`src/hdl/wfh_pkg.sv`:
```
package wfh_pkg;

  localparam int REG_SLOTS          = 4;
  localparam int WEIGHT_W           = 8;
  localparam int TOTAL_W            = 10;
  localparam int HASH_W             = 32;
  localparam int ADDR_W             = 4;
  localparam int HASH_STAGES        = 8;
  localparam int MOD_BITS_PER_STAGE = 4;
  localparam int MOD_STAGES         = HASH_W / MOD_BITS_PER_STAGE;

  localparam logic [HASH_W-1:0] HASH_OFFSET    = 32'h811C_9DC5;
  localparam logic [15:0]       MIN_FRAME      = 16'd34;
  localparam logic [15:0]       ETH_HDR_BYTES  = 16'd14;
  localparam logic [15:0]       ETHERTYPE_IPV4 = 16'h0800;
  localparam logic [3:0]        IP_VERSION     = 4'd4;
  localparam logic [7:0]        PROTO_REQUIRED = 8'd89;
  localparam logic [5:0]        MIN_IHL_BYTES  = 6'd20;

  typedef enum logic [1:0] {
    REG_COUNT   = 2'd0,
    REG_ENABLE  = 2'd1,
    REG_WEIGHTS = 2'd2
  } reg_idx_t;

  typedef enum logic [1:0] {
    ST_CHOSEN  = 2'd0,
    ST_INVALID = 2'd1,
    ST_NO_PATH = 2'd2
  } status_t;

  typedef struct packed {
    logic [15:0] frame_length;
    logic [15:0] ether_type;
    logic [7:0]  version_and_header_length;
    logic [7:0]  ip_protocol;
    logic [31:0] source_address;
    logic [31:0] destination_address;
  } in_data_t;

  typedef struct packed {
    status_t    status;
    logic [1:0] interface_index;
  } out_data_t;

  typedef struct packed {
    logic [REG_SLOTS-1:0]          enabled;
    logic [REG_SLOTS-1:0]          usable;
    logic [REG_SLOTS*WEIGHT_W-1:0] weights;
    logic [TOTAL_W-1:0]            total;
  } cfg_view_t;

  // fnv prime 2^24 + 403 as shift-add
  function automatic logic [HASH_W-1:0] fnv_step(logic [HASH_W-1:0] h, logic [7:0] b);
    logic [HASH_W-1:0] x;
    x = h ^ {24'd0, b};
    return (x << 24) + (x << 8) + (x << 7) + (x << 4) + (x << 1) + x;
  endfunction

  function automatic logic frame_ok(in_data_t d);
    logic [5:0]  ihl;
    logic [15:0] need;
    ihl  = {d.version_and_header_length[3:0], 2'b00};
    need = ETH_HDR_BYTES + {10'd0, ihl};
    return (d.frame_length >= MIN_FRAME) && (d.ether_type == ETHERTYPE_IPV4) &&
           (d.version_and_header_length[7:4] == IP_VERSION) &&
           (d.ip_protocol == PROTO_REQUIRED) && (ihl >= MIN_IHL_BYTES) &&
           (d.frame_length >= need);
  endfunction

endpackage

```
`src/hdl/wfh_cfg.sv`:
```
module wfh_cfg #(
  parameter int INTERFACE_SLOTS = 4
) (
  input  logic                       clk,
  input  logic                       rst_n,
  input  logic                       psel,
  input  logic                       penable,
  input  logic                       pwrite,
  input  logic [wfh_pkg::ADDR_W-1:0] paddr,
  input  logic [31:0]                pwdata,
  output logic [31:0]                prdata,
  output wfh_pkg::cfg_view_t         view
);

  logic [2:0]  count_r;
  logic [3:0]  enable_r;
  logic [31:0] weights_r;
  wfh_pkg::reg_idx_t idx;
  logic [wfh_pkg::REG_SLOTS-1:0] in_range;

  assign idx = wfh_pkg::reg_idx_t'(paddr[3:2]);

  always_ff @(posedge clk) begin
    if (!rst_n) begin
      count_r   <= '0;
      enable_r  <= '0;
      weights_r <= '0;
    end else if (psel && penable && pwrite) begin
      case (idx)
        wfh_pkg::REG_COUNT:   count_r   <= pwdata[2:0];
        wfh_pkg::REG_ENABLE:  enable_r  <= pwdata[3:0];
        wfh_pkg::REG_WEIGHTS: weights_r <= pwdata;
        default: ;
      endcase
    end
  end

  always_comb begin
    case (idx)
      wfh_pkg::REG_COUNT:   prdata = {29'd0, count_r};
      wfh_pkg::REG_ENABLE:  prdata = {28'd0, enable_r};
      wfh_pkg::REG_WEIGHTS: prdata = weights_r;
      default:              prdata = '0;
    endcase
  end

  for (genvar i = 0; i < wfh_pkg::REG_SLOTS; i++) begin : g_slot
    if (i < INTERFACE_SLOTS) begin : g_in
      assign in_range[i] = 3'(i) < count_r;
    end else begin : g_out
      assign in_range[i] = 1'b0;
    end
  end

  always_comb begin
    view.enabled = enable_r & in_range;
    view.weights = weights_r;
    view.total   = '0;
    for (int i = 0; i < wfh_pkg::REG_SLOTS; i++) begin
      view.usable[i] = view.enabled[i] && (weights_r[8*i +: 8] != 8'd0);
      if (view.usable[i]) begin
        view.total = view.total + {2'd0, weights_r[8*i +: 8]};
      end
    end
  end

endmodule

```
`src/hdl/wfh_hash.sv`:
```
module wfh_hash (
  input  logic                       clk,
  input  logic                       rst_n,
  input  logic                       in_valid,
  output logic                       in_ready,
  input  wfh_pkg::in_data_t          in_data,
  output logic                       out_valid,
  input  logic                       out_ready,
  output logic                       ok,
  output logic [wfh_pkg::HASH_W-1:0] hash
);

  localparam int N = wfh_pkg::HASH_STAGES;

  logic [N-1:0] vld_r;
  logic [N:0]   rdy;
  logic [N-1:0] vin;
  logic [N-1:0] ok_r;
  logic [N-1:0] okin;
  logic [wfh_pkg::HASH_W-1:0] hash_r  [N];
  logic [wfh_pkg::HASH_W-1:0] hin     [N];
  logic [wfh_pkg::HASH_W-1:0] hash_nxt[N];
  logic [63:0]                addr_r  [N];
  logic [63:0]                ain     [N];

  assign rdy[N] = out_ready;

  for (genvar k = 0; k < N; k++) begin : g_stage
    if (k == 0) begin : g_first
      assign vin[k]  = in_valid;
      assign okin[k] = wfh_pkg::frame_ok(in_data);
      assign hin[k]  = wfh_pkg::HASH_OFFSET;
      assign ain[k]  = {in_data.source_address, in_data.destination_address};
    end else begin : g_next
      assign vin[k]  = vld_r[k-1];
      assign okin[k] = ok_r[k-1];
      assign hin[k]  = hash_r[k-1];
      assign ain[k]  = addr_r[k-1];
    end

    assign rdy[k]      = !vld_r[k] || rdy[k+1];
    assign hash_nxt[k] = wfh_pkg::fnv_step(hin[k], ain[k][63-8*k -: 8]);

    always_ff @(posedge clk) begin
      if (!rst_n) begin
        vld_r[k] <= 1'b0;
      end else if (rdy[k]) begin
        vld_r[k] <= vin[k];
      end
    end

    always_ff @(posedge clk) begin
      if (rdy[k] && vin[k]) begin
        ok_r[k]   <= okin[k];
        hash_r[k] <= hash_nxt[k];
        addr_r[k] <= ain[k];
      end
    end
  end

  assign in_ready  = rdy[0];
  assign out_valid = vld_r[N-1];
  assign ok        = ok_r[N-1];
  assign hash      = hash_r[N-1];

endmodule

```
`src/hdl/wfh_mod.sv`:
```
module wfh_mod (
  input  logic                        clk,
  input  logic                        rst_n,
  input  logic                        in_valid,
  output logic                        in_ready,
  input  logic                        in_ok,
  input  logic [wfh_pkg::HASH_W-1:0]  in_hash,
  input  logic [wfh_pkg::TOTAL_W-1:0] total,
  output logic                        out_valid,
  input  logic                        out_ready,
  output logic                        ok,
  output logic [wfh_pkg::TOTAL_W-1:0] rem
);

  localparam int N = wfh_pkg::MOD_STAGES;
  localparam int B = wfh_pkg::MOD_BITS_PER_STAGE;
  localparam int W = wfh_pkg::TOTAL_W;

  logic [N-1:0] vld_r;
  logic [N:0]   rdy;
  logic [N-1:0] vin;
  logic [N-1:0] ok_r;
  logic [N-1:0] okin;
  logic [wfh_pkg::HASH_W-1:0] hash_r [N];
  logic [wfh_pkg::HASH_W-1:0] hin    [N];
  logic [W-1:0]               rem_r  [N];
  logic [W-1:0]               rin    [N];
  logic [W-1:0]               rem_nxt[N];

  // restoring remainder, one hash bit per step
  function automatic logic [W-1:0] rem_steps(logic [W-1:0] r, logic [B-1:0] bits,
                                             logic [W-1:0] d);
    logic [W:0]   t;
    logic [W-1:0] acc;
    acc = r;
    for (int j = B - 1; j >= 0; j--) begin
      t = {acc, bits[j]};
      if (t >= {1'b0, d}) begin
        t = t - {1'b0, d};
      end
      acc = t[W-1:0];
    end
    return acc;
  endfunction

  assign rdy[N] = out_ready;

  for (genvar k = 0; k < N; k++) begin : g_stage
    if (k == 0) begin : g_first
      assign vin[k]  = in_valid;
      assign okin[k] = in_ok;
      assign hin[k]  = in_hash;
      assign rin[k]  = '0;
    end else begin : g_next
      assign vin[k]  = vld_r[k-1];
      assign okin[k] = ok_r[k-1];
      assign hin[k]  = hash_r[k-1];
      assign rin[k]  = rem_r[k-1];
    end

    assign rdy[k]     = !vld_r[k] || rdy[k+1];
    assign rem_nxt[k] = rem_steps(rin[k], hin[k][wfh_pkg::HASH_W-1-B*k -: B], total);

    always_ff @(posedge clk) begin
      if (!rst_n) begin
        vld_r[k] <= 1'b0;
      end else if (rdy[k]) begin
        vld_r[k] <= vin[k];
      end
    end

    always_ff @(posedge clk) begin
      if (rdy[k] && vin[k]) begin
        ok_r[k]   <= okin[k];
        hash_r[k] <= hin[k];
        rem_r[k]  <= rem_nxt[k];
      end
    end
  end

  assign in_ready  = rdy[0];
  assign out_valid = vld_r[N-1];
  assign ok        = ok_r[N-1];
  assign rem       = rem_r[N-1];

  assert property (@(posedge clk) disable iff (!rst_n)
    vld_r[N-1] && total != '0 |-> rem_r[N-1] < total)
    else $error("remainder not below weight total");

  assert property (@(posedge clk) disable iff (!rst_n)
    vld_r[N-1] && !out_ready |=> vld_r[N-1] && $stable(rem_r[N-1]) && $stable(ok_r[N-1]))
    else $error("stalled remainder changed");

  assert property (@(posedge clk) disable iff (!rst_n)
    $fell(vld_r[N-1]) |-> $past(out_ready))
    else $error("remainder dropped without transfer");

endmodule

```
`src/hdl/wfh_pick.sv`:
```
module wfh_pick (
  input  logic                        clk,
  input  logic                        rst_n,
  input  logic                        in_valid,
  output logic                        in_ready,
  input  logic                        in_ok,
  input  logic [wfh_pkg::TOTAL_W-1:0] in_rem,
  input  wfh_pkg::cfg_view_t          view,
  output logic                        out_valid,
  input  logic                        out_ready,
  output wfh_pkg::out_data_t          out_data
);

  logic               out_valid_r;
  wfh_pkg::out_data_t out_data_r;
  wfh_pkg::out_data_t out_data_nxt;
  logic [wfh_pkg::TOTAL_W-1:0] cum;
  logic                        found;

  assign in_ready = !out_valid_r || out_ready;

  always_comb begin
    out_data_nxt.status          = wfh_pkg::ST_NO_PATH;
    out_data_nxt.interface_index = 2'd0;
    cum   = '0;
    found = 1'b0;
    if (!in_ok) begin
      out_data_nxt.status = wfh_pkg::ST_INVALID;
    end else if (view.total == '0) begin
      for (int i = wfh_pkg::REG_SLOTS - 1; i >= 0; i--) begin
        if (view.enabled[i]) begin
          out_data_nxt.status          = wfh_pkg::ST_CHOSEN;
          out_data_nxt.interface_index = 2'(i);
        end
      end
    end else begin
      for (int i = 0; i < wfh_pkg::REG_SLOTS; i++) begin
        if (view.usable[i]) begin
          cum = cum + {2'd0, view.weights[8*i +: 8]};
          if (!found && in_rem < cum) begin
            found                        = 1'b1;
            out_data_nxt.status          = wfh_pkg::ST_CHOSEN;
            out_data_nxt.interface_index = 2'(i);
          end
        end
      end
    end
  end

  always_ff @(posedge clk) begin
    if (!rst_n) begin
      out_valid_r <= 1'b0;
    end else if (in_ready) begin
      out_valid_r <= in_valid;
    end
  end

  always_ff @(posedge clk) begin
    if (in_ready && in_valid) begin
      out_data_r <= out_data_nxt;
    end
  end

  assign out_valid = out_valid_r;
  assign out_data  = out_data_r;

  assert property (@(posedge clk) disable iff (!rst_n)
    out_valid_r && out_data_r.status != wfh_pkg::ST_CHOSEN |->
      out_data_r.interface_index == 2'd0)
    else $error("index set without a chosen interface");

  assert property (@(posedge clk) disable iff (!rst_n)
    out_valid_r && out_data_r.status == wfh_pkg::ST_CHOSEN |->
      view.enabled[out_data_r.interface_index])
    else $error("chosen interface not enabled");

  assert property (@(posedge clk) disable iff (!rst_n)
    out_valid_r && out_data_r.status == wfh_pkg::ST_NO_PATH |-> view.total == '0)
    else $error("no path reported with nonzero weight total");

endmodule

```
`src/hdl/weighted_flow_hash_path_select.sv`:
```
// channel   | handshake                     | payload
// ----------+-------------------------------+----------------------------------
// in        | in_valid / in_ready           | in_data (wfh_pkg::in_data_t)
// out       | out_valid / out_ready         | out_data (wfh_pkg::out_data_t)
// cfg       | cfg_psel / cfg_penable, write | cfg_paddr, cfg_pwdata, cfg_prdata
//
// one transfer per cycle sustained while out_ready stays high; path from input to output
// register: 8 hash stages (one fnv byte each), 8 remainder stages (4 bits each),
// one select stage
// synchronous active-low reset clears valid bits and config registers
// a stall fills bubbles upstream first; in_ready drops only when every stage holds data
module weighted_flow_hash_path_select #(
  parameter int INTERFACE_SLOTS = 4
) (
  input  logic                       clk,
  input  logic                       rst_n,
  input  logic                       in_valid,
  output logic                       in_ready,
  input  wfh_pkg::in_data_t          in_data,
  output logic                       out_valid,
  input  logic                       out_ready,
  output wfh_pkg::out_data_t         out_data,
  input  logic                       cfg_psel,
  input  logic                       cfg_penable,
  input  logic                       cfg_pwrite,
  input  logic [wfh_pkg::ADDR_W-1:0] cfg_paddr,
  input  logic [31:0]                cfg_pwdata,
  output logic [31:0]                cfg_prdata,
  output logic                       cfg_pready
);

  wfh_pkg::cfg_view_t          view;
  logic                        h_valid;
  logic                        h_ready;
  logic                        h_ok;
  logic [wfh_pkg::HASH_W-1:0]  h_hash;
  logic                        m_valid;
  logic                        m_ready;
  logic                        m_ok;
  logic [wfh_pkg::TOTAL_W-1:0] m_rem;

  assign cfg_pready = 1'b1;

  wfh_cfg #(
    .INTERFACE_SLOTS(INTERFACE_SLOTS)
  ) u_cfg (
    .clk    (clk),
    .rst_n  (rst_n),
    .psel   (cfg_psel),
    .penable(cfg_penable),
    .pwrite (cfg_pwrite),
    .paddr  (cfg_paddr),
    .pwdata (cfg_pwdata),
    .prdata (cfg_prdata),
    .view   (view)
  );

  wfh_hash u_hash (
    .clk      (clk),
    .rst_n    (rst_n),
    .in_valid (in_valid),
    .in_ready (in_ready),
    .in_data  (in_data),
    .out_valid(h_valid),
    .out_ready(h_ready),
    .ok       (h_ok),
    .hash     (h_hash)
  );

  wfh_mod u_mod (
    .clk      (clk),
    .rst_n    (rst_n),
    .in_valid (h_valid),
    .in_ready (h_ready),
    .in_ok    (h_ok),
    .in_hash  (h_hash),
    .total    (view.total),
    .out_valid(m_valid),
    .out_ready(m_ready),
    .ok       (m_ok),
    .rem      (m_rem)
  );

  wfh_pick u_pick (
    .clk      (clk),
    .rst_n    (rst_n),
    .in_valid (m_valid),
    .in_ready (m_ready),
    .in_ok    (m_ok),
    .in_rem   (m_rem),
    .view     (view),
    .out_valid(out_valid),
    .out_ready(out_ready),
    .out_data (out_data)
  );

endmodule
```
`config.mk`:
```
export PLATFORM = sky130hd
export DESIGN_NAME = weighted_flow_hash_path_select
export DESIGN_NICKNAME = d
export VERILOG_FILES = /design/src/hdl/wfh_pkg.sv /design/src/hdl/wfh_cfg.sv /design/src/hdl/wfh_hash.sv /design/src/hdl/wfh_mod.sv /design/src/hdl/wfh_pick.sv /design/src/hdl/weighted_flow_hash_path_select.sv
export SDC_FILE = /design/constraint.sdc
export NUM_CORES = 2
export LEC_CHECK = 0
export ABC_AREA = 1
export BUFFER_PORTS_ARGS = -buffer_cell sky130_fd_sc_hd__buf_2
export CORE_MARGIN = 2
export CORE_UTILIZATION = 55
export DETAILED_ROUTE_END_ITERATION = 12
export PLACE_DENSITY = 0.79
export SLEW_MARGIN = 40
export SYNTH_ARGS = -nofsm -noshare
export SYNTH_HDL_FRONTEND = slang
export SYNTH_SLANG_ARGS = --single-unit
```
`constraint.sdc`:
```
create_clock -name clk -period 12.7 [get_ports clk]
set_clock_uncertainty 0.15 [all_clocks]
set_input_delay 0.635 -clock clk [delete_from_list [all_inputs] [get_ports clk]]
set_output_delay 0.635 -clock clk [all_outputs]
set_load 0.05 [all_outputs]
```
== Word-level counts from Yosys, hierarchy flattened ==
Memory sizes are Yosys's and may differ from the RTL's.
Index checks and enable logic that the tools add are counted.
Widths: inputs -> output; s select.

* Shifts and indexed selects: 0
* Multiplexer cells: 103
* Divide/modulo/power cells: 0
* Multiply operators: 0
* Equal/unequal tests: 5
* Bitwise logic cells: 9
* Order comparisons: 43
* Reduce and logical (&&, ||, !) cells: 77
* Add/sub/neg operators: 79

{| class="wikitable"
|+ Operator list
! cell !! count
|-
| $add 32x32->32 || 37
|-
| $mux 10 || 43
|-
| $ge 11x10->1 || 31
|-
| $sub 10x10->10 || 31
|-
| $xor 32x8->32 || 7
|-
| $pmux 32 s3 || 1
|-
| $add 32x29->32 || 2
|-
| $add 10x8->10 || 6
|-
| $mux 4 || 14
|-
| $mux 1 || 44
|-
| $add 32x26->32 || 1
|-
| $reduce_bool 8->1 || 4
|-
| $logic_and 1x1->1 || 31
|-
| $lt 10x10->1 || 3
|-
| $logic_not 1->1 || 20
|-
| $logic_or 1x1->1 || 17
|-
| $eq 16x12->1 const B || 1
|-
| $ge 16x16->1 || 1
|-
| $ge 16x6->1 const B || 1
|-
| $not 4->14 || 1
|-
| $ge 1x10->1 || 1
|-
| $logic_not 10->1 || 1
|-
| $lt 10x8->1 || 1
|-
| $sub 1x10->10 || 1
|-
| 12 further kinds || 16
|}

* Output and inout bits: 39
* Latch bits: 0
* Memory bits (writable): 1,104
* Word-level logic and storage cells: 358
* Memories kept: 4
* Memory bits (read-only): 0
* Flip-flop bits (word level): 76
* Input bits: 155

{| class="wikitable"
|+ Memory list
! name !! depth !! width !! rd ports !! clocked after memory_dff !! wr ports !! line !! RTL
|-
| u_hash.addr_r || 8 || 64 || 7 || 0 || 8 || wfh_hash.sv:23 || <nowiki>logic [63:0] addr_r [N];</nowiki>
|-
| u_hash.hash_r || 8 || 32 || 8 || 0 || 8 || wfh_hash.sv:20 || <nowiki>logic [wfh_pkg::HASH_W-1:0] hash_r [N];</nowiki>
|-
| u_mod.hash_r || 8 || 32 || 7 || 0 || 8 || wfh_mod.sv:24 || <nowiki>logic [wfh_pkg::HASH_W-1:0] hash_r [N];</nowiki>
|-
| u_mod.rem_r || 8 || 10 || 8 || 0 || 8 || wfh_mod.sv:26 || <nowiki>logic [W-1:0] rem_r [N];</nowiki>
|}

== Depth between registers and ports, before layout ==
* Depth after elaboration: 31
* Gate-level depth with buffers: 90
* Depth with buffers taken out: 86

== Hierarchy ==
Synthesis repeated with hierarchy kept, for this count alone.

* Cell total of the unflattened synthesis: 9,357
* Area, all modules: 77,516.8 um^2

{| class="wikitable"
|+ Modules (own cells, without submodules)
! module !! cells each !! area an instance (um^2) !! seq. area each (um^2) !! times used
|-
| wfh_hash || 4,996 || 46,824.9 || 14,634.0 || 1
|-
| wfh_mod || 3,408 || 24,831.3 || 6,165.9 || 1
|-
| wfh_cfg || 540 || 3,296.9 || 780.7 || 1
|-
| wfh_pick || 411 || 2,552.4 || 140.1 || 1
|-
| weighted_flow_hash_path_select || 2 || 11.3 || 0.0 || 1
|}

== Worst setup path after synthesis ==
OpenSTA, ideal clock, no wires.

* Kind: flip-flop to flip-flop
* Start: register u_cfg.weights_r[2]
* End: memory u_mod.rem_r[0][13] (netlist bit) (data pin)
* Clock period less this slack: 12.867 ns
* Stages on the path, launching flop included: 63
* Arrival time: 12.460 ns
* Data required time: 12.292 ns
* Setup time: 0.258 ns
* Setup slack: -0.167 ns
* Buffers on the path: 3
* Cells stage by stage: dfxtp_1 nor2_1 nand2_2 nor2_2 nor2_4 inv_1 nor2_1 ha_1 fa_1 inv_1 o21a_1 fa_1 nand2_1 o21ai_2 inv_2 o21ai_2 inv_1 fa_1 [... 27 more ...] a21boi_1 nand2_1 buf_2 o21ai_0 ha_1 nand2_1 o21ai_0 a21oi_1 o21bai_1 a21o_1 a21oi_1 o21ai_0 a31o_2 a21oi_1 nand3_2 inv_2 buf_4 o21ai_1

{| class="wikitable"
|+ RTL lines
! element !! line !! RTL
|-
| from (decl) || wfh_cfg.sv:17 || <nowiki>logic [31:0] weights_r;</nowiki>
|-
| from (signal assigned) || wfh_cfg.sv:32 || <nowiki>wfh_pkg::REG_WEIGHTS: weights_r <= pwdata;</nowiki>
|-
| to (decl) || wfh_mod.sv:26 ||
|}

==> flow_summary.html <==
<table>
<tr><th>Metric</th><th>Value</th></tr>
<tr><th colspan="2">Timing</th></tr>
<tr><td>Worst slew margin</td><td>43.42%</td></tr>
<tr><td>Highest Clock Rate</td><td>0.08192 GHz</td></tr>
<tr><td>Final number of setup-violating endpoints</td><td>0</td></tr>
<tr><td>Clock period minus final worst setup slack</td><td>12.21 ns</td></tr>
<tr><td>Final slew viol count</td><td>0</td></tr>
<tr><td>Final Hold Vio Count</td><td>0</td></tr>
<tr><td>Worst-case setup margin in the final layout</td><td>0.4936 ns</td></tr>
<tr><td>Tcrit/Tclk final</td><td>96.11%</td></tr>
<tr><td>Worst slack on hold paths</td><td>0.02647 ns</td></tr>
<tr><td>Worst slew pin tran</td><td>0.8426 ns</td></tr>
<tr><th colspan="2">CTS</th></tr>
<tr><td>Clock-pin slew on the worst setup and hold paths</td><td>0.06 ns</td></tr>
<tr><td>Clock root cell</td><td>sky130_fd_sc_hd__clkbuf_16</td></tr>
<tr><td>CTS tree</td><td>done</td></tr>
<tr><td>Clock latency on the worst-skew pair</td><td>0.68 ns</td></tr>
<tr><td>TritonCTS sink count</td><td>742</td></tr>
<tr><td>Number of buffers added by the clock tree synthesis step</td><td>84</td></tr>
<tr><td>CTS HTree Levels</td><td>3</td></tr>
<tr><td>Largest buffer count on any clock path</td><td>3</td></tr>
<tr><th colspan="2">Logic synthesis</th></tr>
<tr><td>Synth warn</td><td>0</td></tr>
<tr><td>Share of async-settable or async-resettable flops after synthesis</td><td>0%</td></tr>
<tr><td>Syn_area_per_cell</td><td>10.03 µm²</td></tr>
<tr><td>Cell area after technology mapping</td><td>66750 µm²</td></tr>
<tr><td>Synthesized netlist cell count</td><td>6652</td></tr>
<tr><td>Main flop type after synthesis</td><td>sky130_fd_sc_hd__edfxtp_1</td></tr>
<tr><td>Net Count, Synth</td><td>8229</td></tr>
<tr><td>Register area share after synthesis</td><td>32.54%</td></tr>
<tr><td>Register bit total from synthesis</td><td>742</td></tr>
<tr><td>Post-synthesis cell type count</td><td>70</td></tr>
<tr><td>Number of flops mapped to enable cells by yosys</td><td>686</td></tr>
<tr><th colspan="2">Global routing</th></tr>
<tr><td>Maximum number of pins on one net before global-route repair</td><td>67</td></tr>
<tr><td>Global Route Usage Sum</td><td>24.71%</td></tr>
<tr><td>Wire length of the first global-routing pass</td><td>251400 µm</td></tr>
<tr><td>Initial antenna violation count</td><td>2</td></tr>
<tr><td>Total grt overflow</td><td>0</td></tr>
<tr><td>Via count of the first global-routing pass</td><td>50400</td></tr>
<tr><th colspan="2">Finish</th></tr>
<tr><td>Diode count</td><td>0</td></tr>
<tr><td>Filler cells</td><td>8924</td></tr>
<tr><td>Proportion of layout cells with a drive suffix above 1</td><td>14.27%</td></tr>
<tr><td>Layout-stage area growth over the synthesis result</td><td>15.87%</td></tr>
<tr><td>Total Nets Final</td><td>8849</td></tr>
<tr><td>Final cell count without fillers</td><td>8951</td></tr>
<tr><td>Area of all placed cells without fillers</td><td>77350 µm²</td></tr>
<tr><th colspan="2">Detailed routing</th></tr>
<tr><td>Routed wire length</td><td>157800 µm</td></tr>
<tr><td>WL/cell</td><td>17.63 µm</td></tr>
<tr><td>Final ANT Viol Nets</td><td>0</td></tr>
<tr><td>Vias post-DR</td><td>49370</td></tr>
<tr><td>Length of the first detailed-routing pass in iterations</td><td>6</td></tr>
<tr><td>Number of design-rule violations left by the first detailed-router iteration</td><td>3563</td></tr>
<tr><td>DR DRC count</td><td>0</td></tr>
<tr><td>Post-detailed-route via-to-cell ratio</td><td>5.516</td></tr>
<tr><th colspan="2">Setup path</th></tr>
<tr><td>Max stage delay on crit path</td><td>0.52 ns</td></tr>
<tr><td>Type of origin of the critical path</td><td>flop</td></tr>
<tr><td>FF-to-FF path depth</td><td>76</td></tr>
<tr><td>Data required time of the critical path</td><td>12.94 ns</td></tr>
<tr><td>Setup slack, reg-to-reg</td><td>0.49 ns</td></tr>
<tr><td>Type of the worst setup path</td><td>reg -&gt; reg</td></tr>
<tr><td>Element type at the critical path end</td><td>flop</td></tr>
<tr><td>Cell class contributing the biggest share of worst-path delay</td><td>compound AO/OA/AOI/OAI gates</td></tr>
<tr><td>Crit path buffers/inverters</td><td>15</td></tr>
<tr><td>Signal arrival time at the worst endpoint</td><td>12.45 ns</td></tr>
<tr><td>Source of the critical timing path</td><td>u_cfg.count_r[2]</td></tr>
<tr><td>Most used cell along the critical path</td><td>sky130_fd_sc_hd__nand2_1</td></tr>
<tr><td>Worst reg2reg path endpoint</td><td>u_mod.rem_r[0][23]</td></tr>
<tr><td>Critical register-to-register path startpoint</td><td>u_cfg.count_r[2]</td></tr>
<tr><td>Largest fanout of any net on the critical path</td><td>9</td></tr>
<tr><td>Slowest library cell on the worst path</td><td>sky130_fd_sc_hd__fa_2</td></tr>
<tr><th colspan="2">Placement</th></tr>
<tr><td>Placed Cells</td><td>8662</td></tr>
<tr><td>Routability Congestion</td><td>0.9489</td></tr>
<tr><td>Number of buffers added on ports</td><td>189</td></tr>
<tr><td>Dpl cell area</td><td>71820 µm²</td></tr>
<tr><td>Post-place setup slack</td><td>-0.2693 ns</td></tr>
<tr><td>Final HPWL DP</td><td>119900 µm</td></tr>
<tr><th colspan="2">Worst hold path</th></tr>
<tr><td>Hold endpoint</td><td>u_hash.addr_r[0][21]</td></tr>
<tr><td>HP Class</td><td>in -&gt; reg</td></tr>
<tr><td>Worst min-delay path startpoint</td><td>in_data[21]</td></tr>
<tr><td>Worst hold path stage count</td><td>1</td></tr>
<tr><th colspan="2">Die</th></tr>
<tr><td>Placeable core region</td><td>120100 µm²</td></tr>
<tr><td>Die height</td><td>352.4 µm</td></tr>
<tr><td>Standard-cell row count</td><td>127</td></tr>
<tr><td>Effective utilization at floorplan</td><td>55.57%</td></tr>
<tr><td>I/O pin total</td><td>194</td></tr>
<tr><td>Die Area</td><td>124200 µm²</td></tr>
<tr><td>Die W</td><td>352.4 µm</td></tr>
<tr><th colspan="2">Job</th></tr>
<tr><td>Max_cap viols</td><td>0</td></tr>
<tr><th colspan="2">Status</th></tr>
<tr><td>Result of the run</td><td>completed</td></tr>
</table>
final cells by class:
type,count,area [µm²],area share [%]
Multi-Input combinational cell,4748,42070,54.38
Inverter,1103,4167,5.387
Tap cell,1612,2017,2.608
Timing Repair Buffer,593,4439,5.739
Sequential cell,742,21720,28.08
Clock buffer,97,2192,2.834
Clock inverter,56,747.0,0.9657
state kept, by name (all words and copies together) (netlist names), 4 cells and up:
signal / cells
u_cfg.enable_r: 4
u_mod.hash_r: 112
u_pick.out_data: 4
u_cfg.weights_r: 32
u_mod.rem_r: 80
u_mod.ok_r: 7
u_hash.hash_r: 245
u_mod.vin: 7
u_hash.ok_r: 7
u_hash.vin: 7
u_hash.addr_r: 229
timing repair:
action	4_1_cts	5_1_grt
hold endpoints to repair	54	0
hold buffers	54	0
pin swaps	0	126
setup endpoints to repair	60	80
setup buffers	2	72
cloned	0	8
resized for setup	10	308
metrics by stage:
step                TNS, ns  utilization [%]
floorplan                 0                -
global placement    -0.1500            59.65
detailed placement   -7.682            59.79
CTS                       0            62.75
global route         -6.931            64.39
finish                    0            64.39
cells in the mapped netlist (11+ instances only):
cell / count / area [µm²]
sky130_fd_sc_hd__o21ai_0: 392 / 1962
sky130_fd_sc_hd__a31oi_1: 24 / 150.1
sky130_fd_sc_hd__nor2_1: 280 / 1051
sky130_fd_sc_hd__inv_2: 19 / 71.32
sky130_fd_sc_hd__nor4_1: 25 / 156.4
sky130_fd_sc_hd__ha_1: 830 / 10380
sky130_fd_sc_hd__or2_2: 12 / 75.07
sky130_fd_sc_hd__edfxtp_1: 686 / 20600
sky130_fd_sc_hd__a21oi_1: 608 / 3043
sky130_fd_sc_hd__nand2_1: 857 / 3217
sky130_fd_sc_hd__o21bai_1: 67 / 503.0
sky130_fd_sc_hd__o21ai_1: 30 / 150.1
sky130_fd_sc_hd__inv_1: 1080 / 4054
sky130_fd_sc_hd__a21o_1: 28 / 210.2
sky130_fd_sc_hd__o211ai_1: 11 / 82.58
sky130_fd_sc_hd__fa_1: 592 / 11850
sky130_fd_sc_hd__clkbuf_1: 27 / 101.4
sky130_fd_sc_hd__xnor2_1: 201 / 1760
sky130_fd_sc_hd__xor2_1: 358 / 3136
sky130_fd_sc_hd__buf_2: 20 / 100.1
sky130_fd_sc_hd__nand2_2: 32 / 200.2
sky130_fd_sc_hd__a211oi_1: 15 / 112.6
sky130_fd_sc_hd__nand4_1: 45 / 281.5
sky130_fd_sc_hd__dfxtp_1: 56 / 1121
sky130_fd_sc_hd__nand3_1: 155 / 775.7
sky130_fd_sc_hd__nor3_1: 50 / 250.2
cell usage in the layout, fill, tap and decap left out, drive strengths merged, types with 50 or more instances in the layout:
master       instances
xnor2              201
dlygate4sd3         54
ha                 830
nor2               298
inv               1104
clkbuf             100
buf                536
fa                 592
o21ai              429
xor2               358
nor3                50
o21bai              67
edfxtp             686
a21oi              612
nand3              166
nand2              896
dfxtp               56
worst max-delay path by stage:
| stage | end | slack (ns) | cells past startpoint |
|---|---|---|---|
| after floorplan | u_mod.rem_r[0][13] | 0.04 | 77 |
| final | u_mod.rem_r[0][23] | 0.49 | 76 |
| after global routing | u_mod.rem_r[1][33] | -0.23 | 80 |
| after global placement | u_mod.rem_r[0][36] | -0.02 | 73 |
| after detailed placement | u_mod.rem_r[0][36] | -0.27 | 75 |
| after CTS | u_mod.rem_r[1][8] | 0.009 | 83 |
per-layer routing:
| metal | wire length (µm) | up-vias | global-route usage, % |
|---|---|---|---|
| met1 | 64410 | 24050 | 30.87 |
| met3 | 7359 | 375 | 2.727 |
| met5 | 0 | - | 0 |
| met4 | 5717 | 0 | 8.752 |
| met2 | 80310 | 1347 | 44.28 |
| li1 | - | 23610 | - |
kinds of logic (layout without fill, tap and decap cells):
group / Yosys count / after routing / synth area share (%)
AO/OA/AOI/OAI: 1254 / 1254 / 10.38
buffers and inverters: 1163 / 1849 / 6.633
other: 1 / 1 / 0.005618
XOR/XNOR: 559 / 559 / 7.334
multiplexers: 2 / 2 / 0.02999
flip-flops: 742 / 742 / 32.54
adder cells (fa/ha/maj): 1422 / 1422 / 33.31
AND/OR/NAND/NOR: 1509 / 1510 / 9.762
Power is left out: the tool's default activity adds up to more than one toggle a clock period on the data nets, which glitch-free logic cannot reach.
